$ cat src/adb_pkg.sv
// ----------------------------------------------------------------------------
// adb_pkg
// Shared types, constants and the underrun fade function of the audio DMA
// double buffer.
// ----------------------------------------------------------------------------
package adb_pkg;

    localparam int RING_FRAMES_DEF = 2048;
    localparam int LEN_W           = 18;
    localparam int CFG_W           = 12;
    localparam int FRAME_W         = 32;
    localparam int SAMPLE_W        = 16;

    typedef enum logic [1:0] {
        ACT_QUEUE = 2'd0,
        ACT_WORD  = 2'd1,
        ACT_PLAY  = 2'd2
    } t_action;

    typedef struct packed {
        logic [1:0]       action;
        logic [LEN_W-1:0] dma_length;
        logic [31:0]      sample_word;
        logic             dma_enabled;
    } t_in;

    typedef struct packed {
        logic signed [SAMPLE_W-1:0] frame_left;
        logic signed [SAMPLE_W-1:0] frame_right;
        logic                       word_accepted;
        logic                       status_busy;
        logic                       status_full;
        logic                       interrupt_pulse;
        logic [LEN_W-1:0]           remaining_length;
    } t_out;

    // Per-item status handed from slot control to the playback stage
    typedef struct packed {
        logic             play;
        logic             hit;
        logic             word_accepted;
        logic             busy;
        logic             full;
        logic             irq;
        logic [LEN_W-1:0] remaining;
    } t_stage;

    // Scale by 15/16, truncate toward zero
    function automatic logic [SAMPLE_W-1:0] fade16(input logic [SAMPLE_W-1:0] v);
        logic [SAMPLE_W-1:0] mag;
        logic [SAMPLE_W+3:0] prod;
        logic [SAMPLE_W-1:0] res;
        begin
            mag  = v[SAMPLE_W-1] ? (~v + SAMPLE_W'(1)) : v;
            prod = {mag, 4'b0000} - {4'b0000, mag};
            res  = prod[SAMPLE_W+3:4];
            fade16 = v[SAMPLE_W-1] ? (~res + SAMPLE_W'(1)) : res;
        end
    endfunction

endpackage

$ cat src/adb_play.sv
// ----------------------------------------------------------------------------
// adb_play
// Ring read stage and output register: forms the played frame, applies the
// underrun fade and holds the last frame.
// ----------------------------------------------------------------------------
module adb_play (
    input  logic                        i_clk,
    input  logic                        i_rst_n,
    input  logic                        i_acc,
    input  adb_pkg::t_stage             i_stage,
    input  logic [adb_pkg::FRAME_W-1:0] i_rdata,
    output logic                        o_in_ready,
    output logic                        o_out_valid,
    input  logic                        i_out_ready,
    output adb_pkg::t_out               o_out_data
);
    import adb_pkg::*;

    logic                r_s1_valid;
    t_stage              r_s1;
    logic                r_out_valid;
    t_out                r_out;
    logic [SAMPLE_W-1:0] r_last_l;
    logic [SAMPLE_W-1:0] r_last_r;

    logic                move;
    logic [SAMPLE_W-1:0] n_left;
    logic [SAMPLE_W-1:0] n_right;
    t_out                n_out;

    assign move       = r_s1_valid && (!r_out_valid || i_out_ready);
    assign o_in_ready = !r_s1_valid || move;

    always_comb begin
        n_left  = '0;
        n_right = '0;
        if (r_s1.play) begin
            if (r_s1.hit) begin
                n_left  = i_rdata[SAMPLE_W-1:0];
                n_right = i_rdata[FRAME_W-1:SAMPLE_W];
            end else begin
                n_left  = fade16(r_last_l);
                n_right = fade16(r_last_r);
            end
        end
        n_out.frame_left       = n_left;
        n_out.frame_right      = n_right;
        n_out.word_accepted    = r_s1.word_accepted;
        n_out.status_busy      = r_s1.busy;
        n_out.status_full      = r_s1.full;
        n_out.interrupt_pulse  = r_s1.irq;
        n_out.remaining_length = r_s1.remaining;
    end

    always_ff @(posedge i_clk) begin
        if (!i_rst_n) begin
            r_s1_valid  <= 1'b0;
            r_out_valid <= 1'b0;
            r_last_l    <= '0;
            r_last_r    <= '0;
        end else begin
            if (i_acc) begin
                r_s1_valid <= 1'b1;
            end else if (move) begin
                r_s1_valid <= 1'b0;
            end
            if (move) begin
                r_out_valid <= 1'b1;
                if (r_s1.play) begin
                    r_last_l <= n_left;
                    r_last_r <= n_right;
                end
            end else if (i_out_ready) begin
                r_out_valid <= 1'b0;
            end
        end
    end

    always_ff @(posedge i_clk) begin
        if (i_acc) begin
            r_s1 <= i_stage;
        end
        if (move) begin
            r_out <= n_out;
        end
    end

    assign o_out_valid = r_out_valid;
    assign o_out_data  = r_out;

endmodule

$ cat config.mk
export PLATFORM = sky130hd
export DESIGN_NAME = adb_play
export DESIGN_NICKNAME = d
export VERILOG_FILES = /design/src/adb_pkg.sv /design/src/adb_play.sv
export SDC_FILE = /design/constraint.sdc
export NUM_CORES = 1
export LEC_CHECK = 0
export ABC_CLOCK_PERIOD_IN_PS = 10500
export BUFFER_PORTS_ARGS = -buffer_cell sky130_fd_sc_hd__clkbuf_2
export CAP_MARGIN = 10
export CORE_ASPECT_RATIO = 1.75
export CORE_UTILIZATION = 53
export CTS_BUF_LIST = sky130_fd_sc_hd__clkbuf_2 sky130_fd_sc_hd__clkbuf_4 sky130_fd_sc_hd__clkbuf_8
export DETAILED_ROUTE_END_ITERATION = 10
export GPL_ROUTABILITY_DRIVEN = 0
export PLACE_DENSITY = 0.82
export SLEW_MARGIN = 20
export SYNTH_ARGS = -nofsm -noshare
export SYNTH_HDL_FRONTEND = slang
export SYNTH_SLANG_ARGS = --single-unit
export TNS_END_PERCENT = 1
$ cat constraint.sdc
create_clock -name i_clk -period 10.5 [get_ports i_clk]
set_clock_uncertainty 0.05 [all_clocks]
set_input_delay 2.1 -clock i_clk [delete_from_list [all_inputs] [get_ports i_clk]]
set_output_delay 2.1 -clock i_clk [all_outputs]
set_load 0.03 [all_outputs]
==> results of run 1 <==
-- synth_stat cells (all sizes together) (4+ instances only) --
library cell / instances / area (um^2)
a211o: 6 / 52.6
a211oi: 13 / 110
a21boi: 14 / 105
a21o: 8 / 60.1
a21oi: 40 / 204
a31o: 4 / 35.0
a31oi: 9 / 56.3
a32oi: 6 / 52.6
and2: 8 / 50.1
and3: 16 / 100
buf: 15 / 103
clkbuf: 47 / 176
dfxtp: 34 / 681
edfxtp: 78 / 2340
ha: 24 / 300
inv: 36 / 135
mux2i: 18 / 180
nand2: 88 / 330
nand2b: 12 / 75.1
nand3: 26 / 130
nand4: 11 / 75.1
nor2: 71 / 267
nor2b: 16 / 100
nor3: 33 / 181
nor3b: 5 / 37.5
nor4: 17 / 155
nor4b: 4 / 47.6
o211a: 5 / 50.1
o211ai: 8 / 60.1
o21a: 9 / 67.6
o21ai: 53 / 269
o22ai: 6 / 51.3
o31ai: 20 / 160
o32ai: 7 / 61.3
o41ai: 5 / 43.8
or2: 5 / 33.8
or3: 13 / 81.3
or4: 6 / 48.8
or4b: 6 / 60.1
xnor2: 46 / 403
xor2: 29 / 254
-- sequential cells by signal, summed over array words and instances, names as in the netlist --
signal and flops:
o_out_data 54, n_out 22, r_last_l 16, r_s1 2, o_out_valid 1, r_s1_valid 1
r_last_r 16
-- per-layer routing --
metal | track usage (%) | up-vias | wire [um]
met5 | 0 | - | 0
met4 | 16.2 | 0 | 1200
met3 | 3.09 | 88 | 1210
met2 | 49.1 | 326 | 11800
met1 | 31.5 | 3575 | 8200
li1 | - | 3614 | -
-- power by group --
group	leakage (nW)	internal (mW)	switching, mW
registers	1.02	0.514	0.0240
logic	2.43	0.314	0.534
clock network	0.101	0.0975	0.178
total	3.56	0.925	0.737
-- cell families (layout without fill, tap and decap cells) --
| logic type | after synthesis | count (layout) | share of synthesized area (%) |
|---|---|---|---|
| adders and majority gates | 24 | 24 | 3.63 |
| DFF | 112 | 112 | 36.5 |
| and+or+nand+nor | 348 | 348 | 22.5 |
| buffers and inverters | 98 | 173 | 5.00 |
| AOI/OAI and AO/OA | 252 | 252 | 22.1 |
| xor gates and xnor gates | 75 | 75 | 7.93 |
| muxes | 19 | 19 | 2.31 |
-- metrics by stage --
| step | instances | hold slack [ps] |
|---|---|---|
| 3_3_place_gp | 1173 | 350 |
| 5_1_grt | 1189 | 390 |
| 2_1_floorplan | 928 | 350 |
| 6_report | 1189 | 379 |
| 4_1_cts | 1189 | 383 |
| 3_5_place_dp | 1173 | 355 |
-- how the worst min path moves through the flow --
| stage | end | slack [ps] | from | cells past startpoint |
|---|---|---|---|---|
| CTS | o_out_data[9]$_DFFE_PP_ | 380 | n_out[9]$_DFFE_PP_ | 0 |
| global route | o_out_data[16]$_DFFE_PP_ | 390 | n_out[16]$_DFFE_PP_ | 0 |
| floorplan | o_out_data[0]$_DFFE_PP_ | 350 | n_out[0]$_DFFE_PP_ | 0 |
| global placement | o_out_data[12]$_DFFE_PP_ | 350 | n_out[12]$_DFFE_PP_ | 0 |
| detailed placement | o_out_data[16]$_DFFE_PP_ | 350 | n_out[16]$_DFFE_PP_ | 0 |
| finish | o_out_data[21]$_DFFE_PP_ | 380 | n_out[21]$_DFFE_PP_ | 0 |
-- area by class of cell --
| class | count | area share (%) |
|---|---|---|
| multi-input cells | 718 | 53.5 |
| inverters | 36 | 1.49 |
| clock buffers | 9 | 1.37 |
| clock inverters | 7 | 0.856 |
| well taps | 186 | 2.57 |
| flip-flops and latches | 112 | 33.4 |
| repair buffers | 121 | 6.85 |
==> flow_metrics.py, run 1 <==
metrics = {
    "logic_synthesis": {
        "synth_ff_type": "edfxtp_1",
        "async_reset_ff_share_pct": 0,
        "netlist_instances": 928,
        "avgSynthCellArea_um2": 8.92,
        "synth_seq_cells": 112,
        "yosys_warnings": 0,
        "synth_edf_count": 78,
        "syn-num-nets": 1012,
        "synthDistinctLibCells": 88,
        "syn_area_mm2": 0.00828,
        "seq_area_frac_synth_pct": 36.5,
    },
    "power": {
        "leakage_nw": 3.56,
        "p_total_mw": 1.66,
        "p_per_area_mw_per_mm2": 183,
        "irDropWorstVdd_v": 0.0000833,
    },
    "worst_setup_path": {
        "worstPathArrival_ps": 6100,
        "cp_cell_sequence": "inv_1 > ha_1 > or4b_2 > o21ai_0 > xnor2_1 > inv_1 > ha_1 > o211ai_1 > a211oi_1 > or3_1 > a21bo_2 > nor2_1 > o41ai_1 > or3b_1 > nor4_2 > nand4_1 > xnor2_1 > mux2_2 > nor3_1",
        "startpoint": "r_last_l[1]$_SDFFE_PN0P_",
        "cp-start-kind": "flip-flop",
        "crit_buf_inv": 2,
        "rr_worst_depth": 19,
        "worstReg2RegStart": "r_last_l[1]$_SDFFE_PN0P_",
        "r2r_setup_slack_ps": 4550,
        "crit_path_max_fanout": 14,
        "critical_path.top_delay_family": "simple AND/OR/NAND/NOR gates",
        "endpoint": "o_out_data[53]$_DFFE_PP_",
        "critPathCaptureType": "flip-flop",
        "cp_num_cells": 19,
        "path_class": "flip-flop to flip-flop",
        "slowest_delay_ps": 690,
        "crit_slowest_cell": "or4b_2",
        "required_ps": 10660,
        "timing.rr.end": "o_out_data[53]$_DFFE_PP_",
    },
    "detailed_routing": {
        "wl_per_cell_um": 18.8,
        "wl_mm": 22.4,
        "drtIter0Drc": 428,
        "dr.pass1.iters": 6,
        "routed-via-count": 7603,
        "drc": 0,
        "vias_per_cell": 6.39,
        "postRouteAntennaNets": 0,
    },
    "floorplan": {
        "die_y_um": 167,
        "start_util_pct": 54.1,
        "core_mm2": 0.0153,
        "rows": 60,
        "ioPinCount": 116,
        "fp.dieW_um": 96.5,
        "dieArea_mm2": 0.0161,
    },
    "sta": {
        "min_period_ps": 5950,
        "worst_pin_slew_ps": 1020,
        "grt_setup_unrepaired": "false",
        "setup_viol": 0,
        "fin_setup_tns_ps": 0,
        "min_period_over_period_pct": 56.6,
        "worst_slack_ps": 4550,
        "clock.fmax_mhz": 168,
        "slew_headroom_pct": 31.5,
        "maxSlewViolCount": 0,
        "hold_violations": 0,
    },
    "worst_hold_path": {
        "hold_class": "flip-flop to flip-flop",
    },
    "layout": {
        "final_cell_mix": "clkbuf_2 (115), nand2_1 (88), edfxtp_1 (78), nor2_1 (71), o21ai_0 (48)",
        "layout_commonest_cell": "clkbuf_2",
        "finalInstanceArea_mm2": 0.00906,
        "layout.nets": 1082,
        "fillers": 1386,
        "synthToLayoutAreaGrowth_pct": 9.46,
        "diodes": 0,
        "post-route-util_pct": 59.2,
        "regArea_mm2": 0.00302,
        "multiInputGateArea_mm2": 0.00485,
        "drive_gt1_share_pct": 16.8,
    },
    "clock_tree": {
        "cts-hold-fix-buffers": 0,
        "cts_resized": 0,
        "cts_setup_buffers": 0,
        "path_clk_slew_ps": 120,
        "cts_buffers": 9,
        "clkLatencyLatePin_ps": 390,
        "cts_max_level": 3,
        "cts_tree": "yes",
        "cts_sinks": 112,
        "root_buffer": "clkbuf_8",
        "cts_buffer_depth": 2,
    },
    "global_routing": {
        "antenna_found_initial": 0,
        "grt_pass1_wl_mm": 34.8,
        "grt_max_degree": 47,
        "overflow": 0,
        "grt.total_usage_pct": 27.9,
        "grt_pass1_vias": 7107,
    },
    "status": {
        "outcome": "finished, final reports clean",
    },
    "placed_design": {
        "placed_cell_area_mm2": 0.00886,
        "dp_slack_ps": 4670,
        "post-dp-hpwl_mm": 16.4,
        "portBuffers": 115,
    },
    "flow_run": {
        "drv_cap": 0,
    },
}
No activity file was read; power rests on OpenSTA's default activity.
==> inputs of run 2 (changes only) <==
--- a/config.mk
+++ b/config.mk
@@ -5,7 +5,7 @@
 export SDC_FILE = /design/constraint.sdc
 export NUM_CORES = 1
 export LEC_CHECK = 0
-export ABC_CLOCK_PERIOD_IN_PS = 10500
+export ABC_CLOCK_PERIOD_IN_PS = 5970
 export BUFFER_PORTS_ARGS = -buffer_cell sky130_fd_sc_hd__clkbuf_2
 export CAP_MARGIN = 10
 export CORE_ASPECT_RATIO = 1.75
==> constraint.sdc (replaced) <==
create_clock -name i_clk -period 5.97 [get_ports i_clk]
set_clock_uncertainty 0.05 [all_clocks]
set_input_delay 1.194 -clock i_clk [delete_from_list [all_inputs] [get_ports i_clk]]
set_output_delay 1.194 -clock i_clk [all_outputs]
set_load 0.03 [all_outputs]
==> flow_metrics.py, run 2 (synthesis results as in run 1) <==
metrics = {
    "global_routing": {
        "grt_pass1_vias": 7538,
        "overflow": 0,
        "grt_pass1_wl_mm": 37.0,
        "grt.total_usage_pct": 29.4,
        "antenna_found_initial": 0,
        "grt_max_degree": 42,
    },
    "worst_hold_path": {
        "hold_start": "n_out[15]$_DFFE_PP_",
        "whs_path_depth": 0,
        "min_to": "o_out_data[15]$_DFFE_PP_",
        "hold_class": "flip-flop to flip-flop",
    },
    "layout": {
        "synthToLayoutAreaGrowth_pct": 10.2,
        "layout.nets": 1087,
        "final_cell_mix": "clkbuf_2 (115), nand2_1 (88), edfxtp_1 (78), nor2_1 (71), o21ai_0 (48)",
        "drive_gt1_share_pct": 17.4,
        "layout_commonest_cell": "clkbuf_2",
        "regArea_mm2": 0.00302,
        "multiInputGateArea_mm2": 0.00486,
        "largest_reg_flops": 54,
        "fillers": 1370,
    },
    "detailed_routing": {
        "wl_mm": 22.9,
        "wl_per_cell_um": 19.2,
        "routed-via-count": 7774,
        "dr.pass1.iters": 5,
        "drtIter0Drc": 455,
        "vias_per_cell": 6.51,
        "drc": 0,
        "postRouteAntennaNets": 0,
    },
    "worst_setup_path": {
        "slowest_delay_ps": 680,
        "worstPathArrival_ps": 5770,
        "cp_num_cells": 19,
        "timing.rr.end": "o_out_data[53]$_DFFE_PP_",
        "critPathCaptureType": "flip-flop",
        "crit_slowest_cell": "or4b_2",
        "required_ps": 6170,
        "path_class": "flip-flop to flip-flop",
        "cp-start-kind": "flip-flop",
        "r2r_setup_slack_ps": 400,
        "rr_worst_depth": 19,
        "cp_cell_sequence": "inv_1 > ha_1 > or4b_2 > o21ai_0 > xnor2_1 > inv_1 > ha_1 > o211ai_1 > a211oi_1 > or3_1 > a21bo_2 > nor2_1 > o41ai_2 > or3b_1 > nor4_2 > nand4_1 > xnor2_1 > mux2_2 > nor3_1",
        "critical_path.top_delay_family": "simple AND/OR/NAND/NOR gates",
        "crit_buf_inv": 2,
        "worstReg2RegStart": "r_last_l[0]$_SDFFE_PN0P_",
        "crit_path_max_fanout": 10,
    },
    "status": {
        "outcome": "finished, final reports clean",
    },
    "sta": {
        "fin_setup_tns_ps": 0,
        "worst_pin_slew_ps": 1010,
        "min_period_over_period_pct": 93.3,
        "clock.fmax_mhz": 180,
        "holdWs_ps": 370,
        "maxSlewViolCount": 0,
        "min_period_ps": 5570,
        "slew_headroom_pct": 32.4,
        "worst_slack_ps": 400,
        "setup_viol": 0,
        "grt_setup_unrepaired": "false",
        "hold_violations": 0,
    },
    "clock_tree": {
        "root_buffer": "clkbuf_8",
        "cts_buffers": 9,
        "cts_tree": "yes",
        "path_clk_slew_ps": 140,
        "cts_buffer_depth": 2,
        "cts_setup_buffers": 0,
        "cts_max_level": 3,
        "cts_resized": 0,
        "cts_sinks": 112,
        "clkLatencyLatePin_ps": 400,
        "cts-hold-fix-buffers": 0,
    },
    "flow_run": {
        "drv_cap": 0,
    },
    "floorplan": {
        "core_mm2": 0.0153,
        "fp.dieW_um": 96.5,
        "start_util_pct": 54.1,
        "dieArea_mm2": 0.0161,
        "rows": 60,
        "die_y_um": 167,
        "ioPinCount": 116,
    },
    "power": {
        "leakage_nw": 3.59,
        "p_per_area_mw_per_mm2": 324,
        "irDropWorstVdd_v": 0.000133,
    },
    "placed_design": {
        "dp_slack_ps": 363,
        "post-dp-hpwl_mm": 16.7,
        "portBuffers": 115,
    },
}
-- run 2: changes by cell type in the layout (fill, tap and decap cells not counted) --
cell        change
o41ai_2         +1
clkinvlp_4      -1
buf_4           +5
diode_2         +1
clkinv_8        +2
inv_6           +1
inv_12          +1
o41ai_1         -1
inv_8           -3
-- run 2: power breakdown --
group / switching, mW / internal [mW] / total, mW
logic: 0.949 / 0.558 / 1.51
registers: 0.0454 / 0.904 / 0.949
clock network: 0.326 / 0.177 / 0.503
total: 1.32 / 1.64 / 2.96
-- run 2: area by class of cell --
class	count	share of cell area [%]
diodes	1	0.0274
inverters	36	1.48
multi-input cells	718	53.2
flip-flops and latches	112	33.1
repair buffers	126	7.21
clock inverters	7	1.03
clock buffers	9	1.36
well taps	186	2.55
-- run 2: routing by layer --
layer | global-route usage [%] | vias to the layer above | share of wire [%]
met3 | 4.09 | 88 | 6.2
met4 | 16.5 | 0 | 4.9
met2 | 52.0 | 355 | 53
met5 | 0 | - | 0
met1 | 32.7 | 3710 | 35
li1 | - | 3621 | -
-- run 2: per-stage QoR --
| step | instance area [um^2] | cells | total power [mW] | utilization (%) |
|---|---|---|---|---|
| 2_1_floorplan | 8280 | 928 | 2.10 | - |
| 3_3_place_gp | 8900 | 1178 | 2.40 | 58.1 |
| 3_5_place_dp | 8900 | 1178 | 2.43 | 58.1 |
| 4_1_cts | 9120 | 1194 | 2.93 | 59.5 |
| 5_1_grt | 9120 | 1194 | 3.13 | 59.6 |
| 6_report | 9130 | 1195 | 2.96 | 59.6 |
-- run 2: how the worst max path moves through the flow --
stage,slack [ps],from,to
after floorplan,620,r_last_l[15]$_SDFFE_PN0P_,o_out_data[53]$_DFFE_PP_
after global placement,510,r_last_l[0]$_SDFFE_PN0P_,o_out_data[53]$_DFFE_PP_
after detailed placement,360,r_last_l[0]$_SDFFE_PN0P_,o_out_data[53]$_DFFE_PP_
after CTS,310,r_last_l[0]$_SDFFE_PN0P_,o_out_data[53]$_DFFE_PP_
after global routing,10,r_last_l[0]$_SDFFE_PN0P_,o_out_data[53]$_DFFE_PP_
final,400,r_last_l[0]$_SDFFE_PN0P_,o_out_data[53]$_DFFE_PP_
==> inputs of run 3 (changes only) <==
--- a/config.mk
+++ b/config.mk
@@ -10,10 +10,11 @@
 export CAP_MARGIN = 10
 export CORE_ASPECT_RATIO = 1.75
 export CORE_UTILIZATION = 53
-export CTS_BUF_LIST = sky130_fd_sc_hd__clkbuf_2 sky130_fd_sc_hd__clkbuf_4 sky130_fd_sc_hd__clkbuf_8
+export CTS_BUF_LIST = sky130_fd_sc_hd__clkbuf_4 sky130_fd_sc_hd__clkbuf_8
 export DETAILED_ROUTE_END_ITERATION = 10
 export GPL_ROUTABILITY_DRIVEN = 0
 export PLACE_DENSITY = 0.82
+export RECOVER_POWER = 50
 export SLEW_MARGIN = 20
 export SYNTH_ARGS = -nofsm -noshare
 export SYNTH_HDL_FRONTEND = slang
==> flow_metrics.py, run 3 (synthesis results as in run 1) <==
metrics = {
    "status": {
        "outcome": "complete, but fails checks",
        "violations": "max-capacitance violations, max-slew violations",
    },
    "floorplan": {
        "die_y_um": 167,
        "dieArea_mm2": 0.0161,
        "fp.dieW_um": 96.5,
        "ioPinCount": 116,
        "rows": 60,
        "core_mm2": 0.0153,
        "start_util_pct": 54.1,
    },
    "global_routing": {
        "overflow": 0,
        "grt_pass1_vias": 7538,
        "grt.total_usage_pct": 29.4,
        "grt_pass1_wl_mm": 37.0,
        "grt_max_degree": 42,
        "antenna_found_initial": 0,
    },
    "layout": {
        "synthToLayoutAreaGrowth_pct": 9.58,
        "final_cell_mix": "nand2_1 (88), clkbuf_2 (80), edfxtp_1 (78), nor2_1 (71), o21ai_0 (48)",
        "largest_reg_flops": 54,
        "diodes": 0,
        "drive_gt1_share_pct": 13.8,
        "post-route-util_pct": 59.2,
        "fillers": 1386,
        "layout_commonest_cell": "nand2_1",
        "layout.nets": 1087,
    },
    "sta": {
        "fin_setup_tns_ps": 0,
        "min_period_ps": 5560,
        "worst_slack_ps": 408,
        "slew_headroom_pct": -37.7,
        "clock.fmax_mhz": 180,
        "worst_pin_slew_ps": 2060,
        "min_period_over_period_pct": 93.2,
        "grt_setup_unrepaired": "false",
        "hold_violations": 0,
        "setup_viol": 0,
        "maxSlewViolCount": 61,
    },
    "placed_design": {
        "portBuffers": 115,
        "post-dp-hpwl_mm": 16.7,
        "dp_slack_ps": 363,
    },
    "worst_setup_path": {
        "critPathCaptureType": "flip-flop",
        "worstPathArrival_ps": 5760,
        "required_ps": 6170,
        "r2r_setup_slack_ps": 410,
        "cp-start-kind": "flip-flop",
        "path_class": "flip-flop to flip-flop",
        "crit_path_max_fanout": 10,
    },
    "power": {
        "irDropWorstVdd_v": 0.000131,
        "p_per_area_mw_per_mm2": 326,
        "leakage_nw": 3.48,
    },
    "worst_hold_path": {
        "hold_class": "flip-flop to flip-flop",
    },
    "detailed_routing": {
        "dr.pass1.iters": 5,
        "postRouteAntennaNets": 0,
        "drtIter0Drc": 476,
        "wl_mm": 23.0,
        "routed-via-count": 7776,
        "vias_per_cell": 6.51,
        "drc": 0,
        "wl_per_cell_um": 19.2,
    },
    "clock_tree": {
        "cts_buffers": 9,
        "cts_sinks": 112,
        "cts_tree": "yes",
        "cts_buffer_depth": 2,
        "path_clk_slew_ps": 140,
        "cts_max_level": 3,
        "root_buffer": "clkbuf_8",
        "clkLatencyLatePin_ps": 400,
    },
    "flow_run": {
        "drv_cap": 2,
    },
}
-- run 3: changes by cell type in the layout (fill, tap and decap cells not counted), sizes merged --
| cell | previous run | this run |
|---|---|---|
| diode | 1 | 0 |
-- run 3: area by class of cell --
type                    instances  area (um^2)  area share [%]
multi-input cells             718         4850            53.5
repair buffers                126          614            6.77
flip-flops and latches        112         3020            33.3
clock inverters                 7         93.8            1.03
clock buffers                   9          124            1.37
inverters                      36          135            1.49
well taps                     186          233            2.57
-- run 3: power by group --
group | internal (mW) | switching, mW | total, mW
Clock | 0.177 | 0.329 | 0.506
Combinational | 0.553 | 0.946 | 1.50
Sequential | 0.904 | 0.0453 | 0.949
Total | 1.63 | 1.32 | 2.95
-- run 3: metrics by stage --
stage          power [mW]  hold WS [ps]  cells  instance area [um^2]
2_1_floorplan        2.10           350    928                  8280
3_3_place_gp         2.40           350   1178                  8900
3_5_place_dp         2.43           355   1178                  8900
4_1_cts              2.93           372   1194                  9120
5_1_grt              3.13           374   1194                  9070
6_report             2.95           367   1194                  9070
-- run 3: final timing paths --
kind	from	end	cells past startpoint
setup / recovery	r_last_l[0]$_SDFFE_PN0P_	o_out_data[53]$_DFFE_PP_	19
hold / removal	n_out[15]$_DFFE_PP_	o_out_data[15]$_DFFE_PP_	0
setup reg to reg	r_last_l[0]$_SDFFE_PN0P_	o_out_data[53]$_DFFE_PP_	19
hold reg to reg	n_out[15]$_DFFE_PP_	o_out_data[15]$_DFFE_PP_	0
-- run 3: critical path: stages (launching register included) --
cell      delay [ps]
dfxtp_1          430
inv_1            100
ha_1             230
or4b_2           680
o21ai_0          240
xnor2_1          170
inv_1             70
ha_1             410
o211ai_1         190
a211oi_1          70
or3_1            400
a21bo_2          220
nor2_1            70
o41ai_2          320
or3b_1           480
nor4_2           320
nand4_1          170
xnor2_1          260
mux2_2           370
nor3_1           160
-- run 3: layer usage --
metal  part of all wire [%]  global-route usage, %  vias up
met5                      0                      0        -
met4                    4.8                   16.5        0
met3                    6.4                   4.09       82
met2                     53                   52.0      352
met1                     35                   32.7     3724
li1                       -                      -     3618
-- run 3: repair_timing --
action                                  CTS  global route
endpoints found under the setup margin    0             1
hold buffers                              0             0
setup buffers                             0             0
gates resized for setup                   0             1
